## src/hw/rtl/ctd_pkg.sv

```systemverilog
// Shared types and constants of the chunked transfer decoder.
package ctd_pkg;

  // Result kinds as they appear on the kind port.
  typedef enum logic [2:0] {
    KIND_DATA   = 3'd0,
    KIND_OK     = 3'd1,
    KIND_NOLINE = 3'd2,
    KIND_SHORT  = 3'd3,
    KIND_OVER   = 3'd4
  } kind_t;

  // Characters that the size line parser looks for.
  localparam logic [7:0] CHAR_CR    = 8'h0D;
  localparam logic [7:0] CHAR_LF    = 8'h0A;
  localparam logic [7:0] CHAR_0     = 8'h30;
  localparam logic [7:0] CHAR_9     = 8'h39;
  localparam logic [7:0] CHAR_LO_A  = 8'h61;
  localparam logic [7:0] CHAR_LO_F  = 8'h66;
  localparam logic [7:0] CHAR_UP_A  = 8'h41;
  localparam logic [7:0] CHAR_UP_F  = 8'h46;
  localparam logic [3:0] HEX_TEN    = 4'd10;

  // One classified input byte: an optional data result followed by an
  // optional status result.
  typedef struct packed {
    logic       has_data;
    logic [7:0] data;
    logic       has_status;
    kind_t      status;
  } entry_t;

endpackage

```

## src/hw/rtl/ctd_front.sv

```systemverilog
// Front end: parses the chunked byte stream and classifies each byte.
module ctd_front #(
  parameter int SIZE_BITS = 32
) (
  input  logic            clk,
  input  logic            rst,
  input  logic            accept,
  input  logic [7:0]      in_byte,
  input  logic            final_byte,
  output logic            entry_valid,
  output ctd_pkg::entry_t entry
);
  import ctd_pkg::*;

  typedef enum logic [1:0] {
    PH_SIZE,
    PH_DATA,
    PH_TRAILER,
    PH_IGNORE
  } phase_t;

  phase_t               phase, phase_next;
  // Holds the chunk size while parsing and counts the remaining data bytes.
  logic [SIZE_BITS-1:0] size_accum, size_accum_next;
  logic                 hex_done, hex_done_next;
  logic                 saw_cr, saw_cr_next;
  logic                 trailer_seen, trailer_seen_next;

  logic                 is_hex;
  logic [3:0]           digit;
  logic                 size_full;

  // Hex digit decode in either case.
  always_comb begin
    is_hex = 1'b1;
    digit  = 4'd0;
    if (in_byte >= CHAR_0 && in_byte <= CHAR_9) begin
      digit = 4'(in_byte - CHAR_0);
    end else if (in_byte >= CHAR_LO_A && in_byte <= CHAR_LO_F) begin
      digit = 4'(in_byte - CHAR_LO_A) + HEX_TEN;
    end else if (in_byte >= CHAR_UP_A && in_byte <= CHAR_UP_F) begin
      digit = 4'(in_byte - CHAR_UP_A) + HEX_TEN;
    end else begin
      is_hex = 1'b0;
    end
  end

  // A further digit would overflow when the top nibble is already in use.
  assign size_full = (size_accum[SIZE_BITS-1 -: 4] != 4'd0);

  // Next state and the results caused by this byte.
  always_comb begin
    phase_next        = phase;
    size_accum_next   = size_accum;
    hex_done_next     = hex_done;
    saw_cr_next       = saw_cr;
    trailer_seen_next = trailer_seen;
    entry             = '{has_data: 1'b0, data: 8'd0, has_status: 1'b0,
                          status: KIND_DATA};
    unique case (phase)
      PH_SIZE: begin
        if (saw_cr && in_byte == CHAR_LF) begin
          saw_cr_next = 1'b0;
          if (size_accum == '0) begin
            entry.has_status = 1'b1;
            entry.status     = KIND_OK;
            phase_next       = PH_IGNORE;
          end else if (final_byte) begin
            entry.has_status = 1'b1;
            entry.status     = KIND_SHORT;
          end else begin
            phase_next = PH_DATA;
          end
        end else begin
          saw_cr_next = (in_byte == CHAR_CR);
          if (!hex_done && !is_hex) begin
            hex_done_next = 1'b1;
          end else if (!hex_done && size_full) begin
            entry.has_status = 1'b1;
            entry.status     = KIND_OVER;
            phase_next       = PH_IGNORE;
          end else if (!hex_done) begin
            size_accum_next = {size_accum[SIZE_BITS-5:0], digit};
          end
          if (phase_next == PH_SIZE && final_byte) begin
            entry.has_status = 1'b1;
            entry.status     = KIND_NOLINE;
          end
        end
      end
      PH_DATA: begin
        entry.has_data  = 1'b1;
        entry.data      = in_byte;
        size_accum_next = size_accum - 1'b1;
        if (size_accum == SIZE_BITS'(1)) begin
          phase_next        = PH_TRAILER;
          trailer_seen_next = 1'b0;
        end
        if (final_byte) begin
          entry.has_status = 1'b1;
          entry.status     = KIND_SHORT;
        end
      end
      PH_TRAILER: begin
        if (trailer_seen) begin
          phase_next        = PH_SIZE;
          size_accum_next   = '0;
          hex_done_next     = 1'b0;
          saw_cr_next       = 1'b0;
          trailer_seen_next = 1'b0;
          if (final_byte) begin
            entry.has_status = 1'b1;
            entry.status     = KIND_OK;
          end
        end else begin
          trailer_seen_next = 1'b1;
          if (final_byte) begin
            entry.has_status = 1'b1;
            entry.status     = KIND_SHORT;
          end
        end
      end
      PH_IGNORE: begin
      end
      default: begin
      end
    endcase
    // The last byte of a body returns everything to the start of a size line.
    if (final_byte) begin
      phase_next        = PH_SIZE;
      size_accum_next   = '0;
      hex_done_next     = 1'b0;
      saw_cr_next       = 1'b0;
      trailer_seen_next = 1'b0;
    end
  end

  assign entry_valid = accept && (entry.has_data || entry.has_status);

  // Parser state, updated on every accepted transaction.
  always_ff @(posedge clk) begin
    if (rst) begin
      phase        <= PH_SIZE;
      size_accum   <= '0;
      hex_done     <= 1'b0;
      saw_cr       <= 1'b0;
      trailer_seen <= 1'b0;
    end else if (accept) begin
      phase        <= phase_next;
      size_accum   <= size_accum_next;
      hex_done     <= hex_done_next;
      saw_cr       <= saw_cr_next;
      trailer_seen <= trailer_seen_next;
    end
  end

endmodule

```

## src/hw/rtl/ctd_queue.sv

```systemverilog
// Short queue of classified entries between the front and back ends.
module ctd_queue #(
  parameter int DEPTH = 4
) (
  input  logic            clk,
  input  logic            rst,
  input  logic            wr_en,
  input  ctd_pkg::entry_t wr_data,
  output logic            full,
  input  logic            rd_en,
  output ctd_pkg::entry_t rd_data,
  output logic            empty
);
  import ctd_pkg::*;

  localparam int PTR_W = (DEPTH > 1) ? $clog2(DEPTH) : 1;
  localparam int CNT_W = $clog2(DEPTH + 1);

  entry_t           slots [DEPTH];
  logic [PTR_W-1:0] wr_ptr, rd_ptr;
  logic [CNT_W-1:0] count;

  assign full    = (count == CNT_W'(DEPTH));
  assign empty   = (count == '0);
  assign rd_data = slots[rd_ptr];

  // Entry storage.
  always_ff @(posedge clk) begin
    if (wr_en) begin
      slots[wr_ptr] <= wr_data;
    end
  end

  // Pointers and fill count.
  always_ff @(posedge clk) begin
    if (rst) begin
      wr_ptr <= '0;
      rd_ptr <= '0;
      count  <= '0;
    end else begin
      if (wr_en) begin
        wr_ptr <= (wr_ptr == PTR_W'(DEPTH - 1)) ? '0 : wr_ptr + 1'b1;
      end
      if (rd_en) begin
        rd_ptr <= (rd_ptr == PTR_W'(DEPTH - 1)) ? '0 : rd_ptr + 1'b1;
      end
      unique case ({wr_en, rd_en})
        2'b10:   count <= count + 1'b1;
        2'b01:   count <= count - 1'b1;
        default: count <= count;
      endcase
    end
  end

endmodule

```

## src/hw/rtl/ctd_back.sv

```systemverilog
// Back end: expands queued entries into result transactions.
module ctd_back (
  input  logic            clk,
  input  logic            rst,
  input  logic            q_empty,
  input  ctd_pkg::entry_t q_data,
  output logic            q_rd,
  input  logic            pop,
  output logic            empty,
  output logic [7:0]      out_byte,
  output logic [2:0]      kind,
  output logic            run_end
);
  import ctd_pkg::*;

  logic out_valid;
  logic data_sent;
  logic load;
  logic send_data;

  // Take the next result whenever the output register is free or emptying.
  assign load      = !q_empty && (!out_valid || pop);
  assign send_data = q_data.has_data && !data_sent;
  assign q_rd      = load && (!send_data || !q_data.has_status);
  assign empty     = !out_valid;

  // Output register and position within the current entry.
  always_ff @(posedge clk) begin
    if (rst) begin
      out_valid <= 1'b0;
      data_sent <= 1'b0;
    end else begin
      if (load) begin
        out_valid <= 1'b1;
        data_sent <= send_data && q_data.has_status;
      end else if (pop) begin
        out_valid <= 1'b0;
      end
    end
  end

  // Result payload needs no reset.
  always_ff @(posedge clk) begin
    if (load) begin
      if (send_data) begin
        out_byte <= q_data.data;
        kind     <= KIND_DATA;
        run_end  <= !q_data.has_status;
      end else begin
        out_byte <= 8'd0;
        kind     <= q_data.status;
        run_end  <= 1'b1;
      end
    end
  end

endmodule

```

## src/hw/rtl/chunked_transfer_decoder.sv

```systemverilog
// Top level of the chunked transfer decoder.
//
// Bytes of a chunked body enter on in_byte with final_byte on the last one;
// a transaction is taken when push is high and full is low. Results leave as
// out_byte, kind and run_end; the oldest one is shown while empty is low and
// is taken when pop is high. Each data byte gives a data result; size lines
// and trailers give none, and status results (body ended, unterminated size
// line, incomplete chunk, size overflow) close a body. run_end marks the last
// result of one input byte, which gives at most two.
// One byte is taken per cycle while full is low. A result passes through the
// queue and then the output register before it is shown. The output side
// delivers one result per cycle while pop is high, so a byte with both a data
// and a status result holds it until both have been shown in turn. When pop
// stays low, results collect in a queue of QUEUE_DEPTH entries behind the
// output register and full rises once that queue is full.
// Reset clears the parser to the start of a size line and discards any
// queued and waiting results. Data is streamed before a body is known to be
// good, so a consumer discards a body's data when an error status arrives.
module chunked_transfer_decoder #(
  parameter int SIZE_BITS   = 32,
  parameter int QUEUE_DEPTH = 4
) (
  input  logic       clk,
  input  logic       rst,
  input  logic       push,
  output logic       full,
  input  logic [7:0] in_byte,
  input  logic       final_byte,
  output logic       empty,
  input  logic       pop,
  output logic [7:0] out_byte,
  output logic [2:0] kind,
  output logic       run_end
);
  import ctd_pkg::*;

  logic   accept;
  logic   entry_valid;
  entry_t entry;
  logic   q_empty;
  logic   q_rd;
  entry_t q_data;

  assign accept = push && !full;

  // Byte parser.
  ctd_front #(
    .SIZE_BITS(SIZE_BITS)
  ) u_front (
    .clk        (clk),
    .rst        (rst),
    .accept     (accept),
    .in_byte    (in_byte),
    .final_byte (final_byte),
    .entry_valid(entry_valid),
    .entry      (entry)
  );

  // Decoupling queue.
  ctd_queue #(
    .DEPTH(QUEUE_DEPTH)
  ) u_queue (
    .clk    (clk),
    .rst    (rst),
    .wr_en  (entry_valid),
    .wr_data(entry),
    .full   (full),
    .rd_en  (q_rd),
    .rd_data(q_data),
    .empty  (q_empty)
  );

  // Result sequencer.
  ctd_back u_back (
    .clk     (clk),
    .rst     (rst),
    .q_empty (q_empty),
    .q_data  (q_data),
    .q_rd    (q_rd),
    .pop     (pop),
    .empty   (empty),
    .out_byte(out_byte),
    .kind    (kind),
    .run_end (run_end)
  );

endmodule

```

## config.mk

```make
export PLATFORM = sky130hd
export DESIGN_NAME = chunked_transfer_decoder
export DESIGN_NICKNAME = d
export VERILOG_FILES = /design/src/hw/rtl/ctd_pkg.sv /design/src/hw/rtl/ctd_front.sv /design/src/hw/rtl/ctd_queue.sv /design/src/hw/rtl/ctd_back.sv /design/src/hw/rtl/chunked_transfer_decoder.sv
export SDC_FILE = /design/constraint.sdc
export NUM_CORES = 1
export LEC_CHECK = 0
export ABC_AREA = 0
export BUFFER_PORTS_ARGS = -buffer_cell sky130_fd_sc_hd__buf_2
export CAP_MARGIN = 20
export CORE_MARGIN = 2
export CORE_UTILIZATION = 24
export DETAILED_ROUTE_END_ITERATION = 7
export SKIP_CTS_REPAIR_TIMING = 1
export SYNTH_ARGS = -nofsm -noshare
export SYNTH_HDL_FRONTEND = slang
export SYNTH_SLANG_ARGS = --single-unit
```

## constraint.sdc

```tcl
create_clock -name clk -period 5.8 [get_ports clk]
set_input_delay 1.16 -clock clk [delete_from_list [all_inputs] [get_ports clk]]
set_output_delay 1.16 -clock clk [all_outputs]
set_load 0.02 [all_outputs]
```

* Yosys cells after proc, flatten, opt, wreduce, memory -nomap -nowiden
Memories as Yosys holds them, arrays and structs flattened. A register that Yosys moved wholly into a read port is not among the register bits.
Cells that the tools add are included.
** Operators by class
- Multiplexer cells :: 54
- Order comparisons :: 6
- Reductions and logical operators :: 39
- Add/subtract/negate cells :: 10
- Eq/ne operators :: 17
** Operator list (count)
- two-way mux 32 bit :: 6
- one-hot mux 32 bit (3 select lines) :: 1
- two-way mux 4 bit :: 11
- == test 32 x 1 -> 1 bit, second input constant :: 1
- zero test 32 bit :: 1
- subtractor 32 x 1 -> 32 bit, second input constant :: 1
- two-way mux 2 bit :: 13
- == test 8 x 4 -> 1 bit, second input constant :: 2
- greater-or-equal comparator 8 x 7 -> 1 bit, second input constant :: 2
- less-or-equal comparator 8 x 7 -> 1 bit, second input constant :: 2
- two-way mux 1 bit :: 16
- logical AND 1 bit :: 13
- != test 3 bit, second input constant :: 4
- one-hot mux 4 bit (3 select lines) :: 1
- subtractor 4 x 1 -> 4 bit, second input constant :: 3
- two-way mux 9 bit :: 1
- != test 3 x 2 -> 1 bit, second input constant :: 3
- adder 4 bit, second input constant :: 2
- == test 2 bit, second input constant :: 4
- greater-or-equal comparator 8 x 6 -> 1 bit, second input constant :: 1
- less-or-equal comparator 8 x 6 -> 1 bit, second input constant :: 1
- zero test 1 bit :: 8
- nonzero test 4 bit :: 2
- AND reduction 7 bit :: 1
- 16 further kinds :: 26
** Word-level totals
- Register bits :: 58
- Bits of input ports :: 13
- Memories kept :: 1
- Memory bits (writable) :: 52
** Memory list
- u_queue.slots :: words 4, width 13, rd ports 1, clocked after Yosys merged registers in 1, wr ports 1, line ctd_queue.sv:19 : entry_t slots [DEPTH];

* Logic depth before layout (Yosys ltp)
Gate-level depths: netlist of run 1.
- Depth in word-level cells :: 19
- Mapped depth :: 15
- Gate-level depth less buffers :: 14

* Hierarchy
Synthesis of run 1 repeated with hierarchy kept, for this count alone.
** Unflattened totals
- Cells, all modules :: 572
- Area total of the unflattened synthesis :: 6224.7 sq um
** Modules (own cells, without submodules)
- ctd_front :: cells each 419, seq. area each 740.7 sq um, area an instance 3330.7 sq um, instances 1
- ctd_queue :: cells each 115, seq. area each 1741.7 sq um, area an instance 2329.7 sq um, instances 1
- ctd_back :: cells each 37, seq. area each 400.4 sq um, area an instance 550.5 sq um, instances 1
- chunked_transfer_decoder :: cells each 1, seq. area each 0.0 sq um, area an instance 13.8 sq um, instances 1

* Worst setup path before layout of run 1
OpenSTA, ideal clock, no wires.
- Path type :: input to register
- Start :: input in_byte[0]
- End :: register u_queue.count[2]
- Path slack :: 1.797 ns
- Buffers on the path :: 0
- Setup time :: 0.070 ns
- Arrival time :: 3.933 ns
- Cell stages on the path :: 14
- Cell sequence :: inv_1 ha_1 inv_1 o311ai_0 a2111oi_0 o21bai_1 o31ai_4 inv_1 ha_1 inv_1 fa_1 xor2_1 or3_1 a21oi_1
** Between the ends
- Cells in the longest elaborated chain, start to end :: 19
- Elaborated cells between the ends (all ways) :: 31
- Those cells by class :: order compare: 6; eq/ne: 3; mux: 11; reduce/logical: 11
** Ends and longest elaborated chain
- from (decl) :: line chunked_transfer_decoder.sv:27 : input logic [7:0] in_byte,
- greater-or-equal comparator 8 x 7 -> 1 bit / less-or-equal comparator 8 x 7 -> 1 bit (equally long branches) :: line ctd_front.sv:41 : end else if (in_byte >= CHAR_UP_A && in_byte <= CHAR_UP_F) begin
- logical AND 1 bit :: line ctd_front.sv:41
- two-way mux 1 bit :: line ctd_front.sv:41
- two-way mux 1 bit :: line ctd_front.sv:39 : end else if (in_byte >= CHAR_LO_A && in_byte <= CHAR_LO_F) begin
- two-way mux 1 bit :: line ctd_front.sv:37 : if (in_byte >= CHAR_0 && in_byte <= CHAR_9) begin
- zero test 1 bit :: line ctd_front.sv:76 : if (!hex_done && !is_hex) begin
- logical AND 1 bit :: line ctd_front.sv:76
- two-way mux 2 bit :: line ctd_front.sv:76
- (+3 left out)
- logical AND 1 bit :: line ctd_front.sv:85 : if (phase_next == PH_SIZE && final_byte) begin
- two-way mux 4 bit :: line ctd_front.sv:85
- two-way mux 4 bit * :: line ctd_front.sv:62 : if (saw_cr && in_byte == CHAR_LF) begin
- one-hot mux 4 bit (3 select lines) * :: line ctd_front.sv:60 : unique case (phase)
- logical OR 1 bit * :: line ctd_front.sv:138 : assign entry_valid = accept && (entry.has_data || entry.has_status);
- logical AND 1 bit * :: line ctd_front.sv:138
- == test 2 x 1 -> 1 bit / == test 2 bit (equally long branches) :: line ctd_queue.sv:47 : unique case ({wr_en, rd_en})
- one-hot mux 3 bit (2 select lines) / nonzero test 2 bit (equally long branches)
- to (signal assigned) :: line ctd_queue.sv:48 : 2'b10: count <= count + 1'b1;
- to (signal assigned) :: line ctd_queue.sv:49 : 2'b01: count <= count - 1'b1;
- to (signal assigned) :: line ctd_queue.sv:50 : default: count <= count;
- to (decl) :: line ctd_queue.sv:21 : logic [CNT_W-1:0] count;
Every way passes the cells marked *; elsewhere a longest branch is shown, timed or not. The select of a mux whose other input is x is not followed.
A chain may end at the register's enable or synchronous reset.

* Worst setup path in the final report of run 1
Same ends and word-level chain as after synthesis.

==> key figures, run 1 <==
Run status
  • Status: complete, no violations

Layout
  • Area grow syn2layout: 13.0%
  • Commonest non-fill, non-tap cell in the layout: edfxtp_1
  • Layout cells sized above 1: 14.5%
  • Design area: 6500 µm²
  • Nets: 591
  • Antenna diodes: 0
  • Most frequent cells in the layout: edfxtp_1 (64), a21oi_1 (52), nand2_1 (50)
  • Fin util: 27.7%

Setup path
  • CP most frequent cell: inv_1
  • Top fanout value on the critical path: 7
  • CP Launch Point: in_byte[0]
  • R2R cell count: 11
  • Crit Path Category: input port to flip-flop
  • Crit-path slowest cell: or4b_1
  • Worst Setup End Kind: flip-flop
  • Max incr delay on CP: 0.51 ns
  • Worst path arrival time: 4.20 ns
  • Worst Path Required: 6.08 ns
  • Crit-path cells: buf_2 > inv_1 > ha_1 > or4b_1 > o21ai_1 > o22ai_1 > o21bai_1 > o31ai_4 > inv_1 > ha_1 > inv_1 > fa_1 > xor2_1 > or3_1 > a21oi_1
  • Worst r2r dst: u_queue.count[2]
  • R2r setup slk: 2.25 ns
  • Crit path capture: u_queue.count[2]
  • Worst setup SP type: input port

Global route
  • Antenna violations before repair: 0
  • Gr ovfl total: 0
  • First-pass GRT wire length: 20.9 mm
  • Number of global-route vias before repair: 4126
  • Pin count of the biggest net entering global routing: 45
  • Tot GR Track Use: 10.0%

Clocking
  • Inserted Clock Buffers: 9
  • CTS tree: done
  • CTS Sinks: 112
  • Reg clk slew, reported paths: 0.08 ns
  • Clock root buffer: clkbuf_16
  • Max clock buf depth: 2
  • Number of H-tree levels: 3
  • Worst-Skew Late Latency: 0.35 ns

Placement
  • GPL Wtd Cong: 0.777
  • Buffers on Ports: 26
  • Dpl hpwl: 8.38 mm
  • Area post-placement: 6200 µm²

Floorplanning
  • Core Area: 23500 µm²
  • Core Rows: 56
  • DIE AREA: 25200 µm²
  • Die H: 159 µm
  • Horiz. Die Dim: 159 µm
  • Initial Utilization: 24.5%
  • I/O Pins: 27

Detailed routing
  • Drc violations: 0
  • WL final: 12.4 mm
  • Via density: 4.66
  • Iteration-0 DRC Markers: 275
  • Drt pass-1 iters: 4
  • Post-DRT Antenna Nets: 0
  • Vias: 4128
  • Wire per inst: 14.0 µm

Power
  • LEAKAGE: 2.22 nW
  • Total Power: 2.30 mW
  • Pwr Density: 354 nW/µm²
  • Peak VDD IR: 0.138 mV

Timing
  • Total negative slack: 0 ns
  • Worst slew pin tran: 1.03 ns
  • Slew HR: 31.2%
  • Worst clock skew: 0.00700 ns
  • # setup viols final: 0
  • Slew Viols, Final: 0
  • Number of hold violations in the final report: 0
  • Peak Freq: 0.255 GHz
  • Hold_ws: 0.472 ns
  • RSZ-0062 raised after global routing: no
  • Period minus WS final: 3.92 ns
  • Final worst-path cycle share: 67.6%

Synthesis
  • Seq/Total Area, Yosys: 50.1%
  • Ys flop type: edfxtp_1
  • Syn_nets: 577
  • Synth Warn #: 0
  • Avg Inst Size Synth: 10.5 µm²
  • Synth Register Bits: 112
  • Post-Syn Instances: 547
  • Asr flop ratio synth: 0%
  • Synth unique cells: 69
  • Post-synth EDFFs: 64
  • Synthesized cell area: 5750 µm²

Job
  • Max cap viols: 0

Worst hold path
  • Hold depth: 2
  • Class of the worst hold path: flip-flop to flip-flop
[cell families (layout without fill, tap and decap cells)]
group           count (synthesis)  after routing  share of synthesized area, %
fa+ha+maj                      17             17                          3.83
xor+xnor                        9              9                          1.37
simple gates                  190            190                          18.0
compound gates                147            147                          16.8
buf+inv                        54             73                          3.83
flops                         112            112                          50.1
mux                            18             18                          6.05
[final cells by class]
| class | instances | area (µm²) |
|---|---|---|
| Clock inverter | 7 | 75.1 |
| Multi-Input combinational cell | 381 | 2650 |
| Fill cell | 2441 | 17000 |
| Timing Repair Buffer | 32 | 175 |
| Sequential cell | 112 | 2880 |
| Inverter | 25 | 93.8 |
| Tap cell | 319 | 399 |
| Clock buffer | 9 | 225 |
[report_power, final]
| part | switching (mW) | internal (mW) |
|---|---|---|
| clock | 0.317 | 0.309 |
| combinational | 0.384 | 0.255 |
| sequential | 0.0694 | 0.970 |
| total | 0.770 | 1.53 |
[cell usage after synthesis (3+ instances only)]
| cell type | n | area, µm² |
|---|---|---|
| nor2_1 | 37 | 139 |
| inv_1 | 25 | 93.8 |
| nor2b_1 | 9 | 56.3 |
| or4_1 | 5 | 37.5 |
| buf_4 | 3 | 22.5 |
| ha_1 | 16 | 200 |
| or3_1 | 5 | 31.3 |
| o32ai_1 | 3 | 26.3 |
| a22o_1 | 8 | 70.1 |
| mux2i_1 | 4 | 40.0 |
| a221oi_1 | 3 | 26.3 |
| clkbuf_1 | 20 | 75.1 |
| nand3_1 | 7 | 35.0 |
| dfxtp_1 | 48 | 961 |
| nand2_1 | 50 | 188 |
| a31oi_1 | 8 | 50.1 |
| xnor2_1 | 4 | 35.0 |
| mux4_2 | 13 | 293 |
| a21oi_1 | 52 | 260 |
| o211ai_1 | 3 | 22.5 |
| nand2b_1 | 8 | 50.1 |
| o21bai_1 | 3 | 22.5 |
| or2_2 | 4 | 25.0 |
| and2_1 | 19 | 119 |
| a32o_1 | 6 | 60.1 |
| and3_1 | 4 | 25.0 |
| buf_2 | 4 | 20.0 |
| nor4_2 | 3 | 37.5 |
| xor2_1 | 5 | 43.8 |
| o21ai_0 | 37 | 185 |
| nor3_1 | 19 | 95.1 |
| edfxtp_1 | 64 | 1920 |
[per-layer routing]
| layer | up-vias | share of wire (%) | track usage [%] |
|---|---|---|---|
| met5 | - | 0 | 0 |
| met3 | 2 | 3.3 | 2.04 |
| met2 | 62 | 50 | 17.7 |
| met4 | 0 | 0.45 | 2.34 |
| li1 | 2064 | - | - |
| met1 | 2000 | 46 | 12.6 |
[critical path, delay by kind of cell]
kind / cells / cell delay (ns)
buffers and inverters: 4 / 0.37
XOR/XNOR: 1 / 0.16
AND/OR/NAND/NOR: 2 / 0.81
adder cells (fa/ha/maj): 3 / 0.72
AO/OA/AOI/OAI: 5 / 0.97
[state kept, by name, indices dropped and copies added (netlist names), named ones only]
register              flops
u_front.hex_done          1
u_front.phase             2
u_back.kind               3
u_front.saw_cr            1
u_back.out_byte           8
u_queue.count             3
u_front.trailer_seen      1
u_back.data_sent          1
u_back.out_valid          1
u_back.run_end            1
u_queue.rd_ptr            2
u_queue.slots            52
u_front.size_accum       32
u_queue.wr_ptr            2
[through the flow]
step	setup WS [ns]	cells
5_1_grt	1.65	885
6_report	1.88	885
4_1_cts	1.88	885
3_3_place_gp	1.59	869
3_5_place_dp	1.52	869
2_1_floorplan	1.80	547
[how the worst min path moves through the flow]
| stage | startpoint | slack, ns | to |
|---|---|---|---|
| global placement | u_front.saw_cr | 0.46 | u_front.saw_cr |
| finish | u_front.saw_cr | 0.47 | u_front.saw_cr |
| detailed placement | u_front.saw_cr | 0.45 | u_front.saw_cr |
| CTS | u_front.saw_cr | 0.47 | u_front.saw_cr |
| floorplan | u_front.saw_cr | 0.43 | u_front.saw_cr |
| global route | u_front.saw_cr | 0.49 | u_front.saw_cr |
Power figures use the tool's default switching activity.
==> run 2, diff against run 1 <==
Clock period 5.8 ns to 3.7 ns, I/O delays scaled along.
==> run 2 against run 1 <==
  * Critical path depth down 1
  * Utilization up 0.70 points
  * First-iteration DRC count down 29%
  * Via count up 3.2%
  * Final cell count up 2.4%
  * Largest power group unchanged
==> key figures, run 2 (synthesis results as in run 1) <==
Run status
  • Status: complete, no violations

Setup path
  • RR Startpoint: u_front.phase[0]
  • Worst Setup End Kind: flip-flop
  • Worst setup SP type: input port
  • Worst Path Required: 3.98 ns (-2.10 ns)
  • Worst r2r dst: u_queue.count[2]
  • Top fanout value on the critical path: 4 (-3)
  • Crit-path slowest cell: o311ai_0
  • Crit Path Category: input port to flip-flop
  • Max incr delay on CP: 0.49 ns (-0.02 ns)
  • Worst path arrival time: 3.58 ns (-0.62 ns)
  • R2R cell count: 13 (+2)
  • Crit-path cells: buf_2 > buf_4 > ha_1 > o311ai_0 > a2111oi_0 > o21bai_1 > o31ai_4 > inv_1 > ha_1 > inv_1 > fa_1 > xor2_1 > or3_1 > a21oi_1
  • R2r setup slk: 0.65 ns (-1.60 ns)

Timing
  • Final worst-path cycle share: 89.2%
  • Total negative slack: 0 ns (unchanged)
  • Worst clock skew: 0.0114 ns (+0.00435 ns)
  • Worst slew pin tran: 0.680 ns (-0.348 ns)
  • Hold_ws: 0.462 ns (-0.0102 ns)
  • # setup viols final: 0 (unchanged)
  • Peak Freq: 0.303 GHz
  • Number of hold violations in the final report: 0 (unchanged)
  • Period minus WS final: 3.30 ns
  • Slew HR: 54.7% (+23 points)
  • Slew Viols, Final: 0 (unchanged)
  • RSZ-0062 raised after global routing: no

Layout
  • Nets: 612 (+3.6%)
  • Antenna diodes: 0 (unchanged)
  • Layout cells sized above 1: 17.5% (+3.1 points)
  • Post-Layout Cell Count: 906 (+2.4%)
  • Largest register FFs: 52 (unchanged)
  • # fillers: 2416 (-1.0%)
  • Largest Register: u_queue.slots
  • Commonest non-fill, non-tap cell in the layout: edfxtp_1
  • Area grow syn2layout: 15.9%
  • Top flop regs: u_queue.slots: 52 flops, u_front.size_accum: 32 flops, u_back.out_byte: 8 flops
  • Most frequent cells in the layout: edfxtp_1 (64), a21oi_1 (52), nand2_1 (50)

Clocking
  • Max clock buf depth: 2 (unchanged)
  • Clock root buffer: clkbuf_16
  • CTS Sinks: 112 (unchanged)
  • Number of H-tree levels: 3 (unchanged)
  • Reg clk slew, reported paths: 0.08 ns (about the same)
  • CTS tree: done
  • Inserted Clock Buffers: 9 (unchanged)
  • Worst-Skew Late Latency: 0.35 ns (about the same)

Detailed routing
  • Iteration-0 DRC Markers: 195 (-29%)
  • WL final: 12.8 mm (+3.2%)
  • Post-DRT Antenna Nets: 0 (unchanged)
  • Drt pass-1 iters: 5 (+1)
  • Vias: 4261 (+3.2%)
  • Wire per inst: 14.1 µm (+0.80%)
  • Via density: 4.70 (+0.83%)
  • Drc violations: 0 (unchanged)

Power
  • Pwr Density: 547 nW/µm² (+54%)
  • LEAKAGE: 2.33 nW (+4.9%)
  • Logic pwr share: 29.9% (+2.2 points)
  • Switching Share: 33.2% (-0.22 points)
  • Internal power component: 2.43 mW (+59%)
  • Clock share of power: 26.4% (-0.8 points)
  • Sw Pwr: 1.21 mW (+57%)
  • Reg power frac: 43.7% (-1.4 points)
  • Peak VDD IR: 0.231 mV (+67%)

Floorplanning
  • Initial Utilization: 24.5% (unchanged)
  • Core Rows: 56 (unchanged)
  • Core Area: 23500 µm² (unchanged)
  • DIE AREA: 25200 µm² (unchanged)
  • Die H: 159 µm (unchanged)
  • I/O Pins: 27 (unchanged)
  • Horiz. Die Dim: 159 µm (unchanged)

Global route
  • Tot GR Track Use: 10.4% (+0.33 points)
  • Pin count of the biggest net entering global routing: 34 (-24%)
  • First-pass GRT wire length: 21.4 mm (+2.4%)
  • Antenna violations before repair: 0 (unchanged)
  • Number of global-route vias before repair: 4180 (+1.3%)
  • Gr ovfl total: 0 (unchanged)

Worst hold path
  • End of the worst hold path: u_front.saw_cr
  • Hold wc startpoint: u_front.saw_cr
  • Class of the worst hold path: flip-flop to flip-flop
  • Hold depth: 2 (unchanged)

Placement
  • GPL Wtd Cong: 0.831 (+6.9%)
  • DP Cell Count: 890 (+2.4%)
  • Dpl hpwl: 8.93 mm (+6.6%)
  • Buffers on Ports: 26 (unchanged)

Job
  • Max cap viols: 0 (unchanged)
[run 2: cell type report]
cell class	instances	area [µm²]	area share, %
multi-input combinational	381	2650	39.8
clock buffer	9	225	3.38
sequential	112	2880	43.2
clock inverter	7	70.1	1.05
inverter	25	93.8	1.41
tap	319	399	5.99
timing repair buffer	53	345	5.18
[run 2: power by group through the flow]
stage	sequential, mW	clock, mW	combinational [mW]
after floorplan	1.70	0	0.691
after global placement	1.61	0	1.10
after detailed placement	1.62	0	1.11
after CTS	1.59	0.991	1.11
after global routing	1.61	1.04	1.21
final	1.59	0.963	1.09
[run 2: stage by stage]
step	total power [mW]	util (%)	instance area, µm²	setup slack [ns]
after floorplan	2.40	-	5750	0.117
after global placement	2.71	27.1	6370	0.101
after detailed placement	2.73	27.1	6370	0.0306
after CTS	3.69	28.4	6670	0.420
after global routing	3.85	28.4	6670	0.191
final	3.64	28.4	6670	0.401
[run 2: per-layer routing]
metal  vias up  wire length (µm)  track usage (%)
met2        72              6290             17.8
met3         7               388             1.80
met4         0               110             3.21
met5         -                 0                0
li1       2101                 -                -
met1      2081              6020             13.2
[run 2: worst max path at each step]
stage	endpoint	from	slack, ns
final	u_queue.count[2]	in_byte[0]	0.40
after global routing	u_queue.count[2]	in_byte[0]	0.19
after CTS	u_queue.count[2]	in_byte[0]	0.42
after detailed placement	u_queue.count[2]	in_byte[0]	0.03
after global placement	u_queue.count[2]	in_byte[0]	0.10
after floorplan	u_queue.count[2]	in_byte[0]	0.12
[run 2: critical path: cells and delay by family]
| family | cells | cell delay [ns] |
|---|---|---|
| compound gates | 5 | 1.23 |
| fa+ha+maj | 3 | 0.76 |
| buf+inv | 4 | 0.38 |
| simple gates | 1 | 0.32 |
| xor+xnor | 1 | 0.16 |
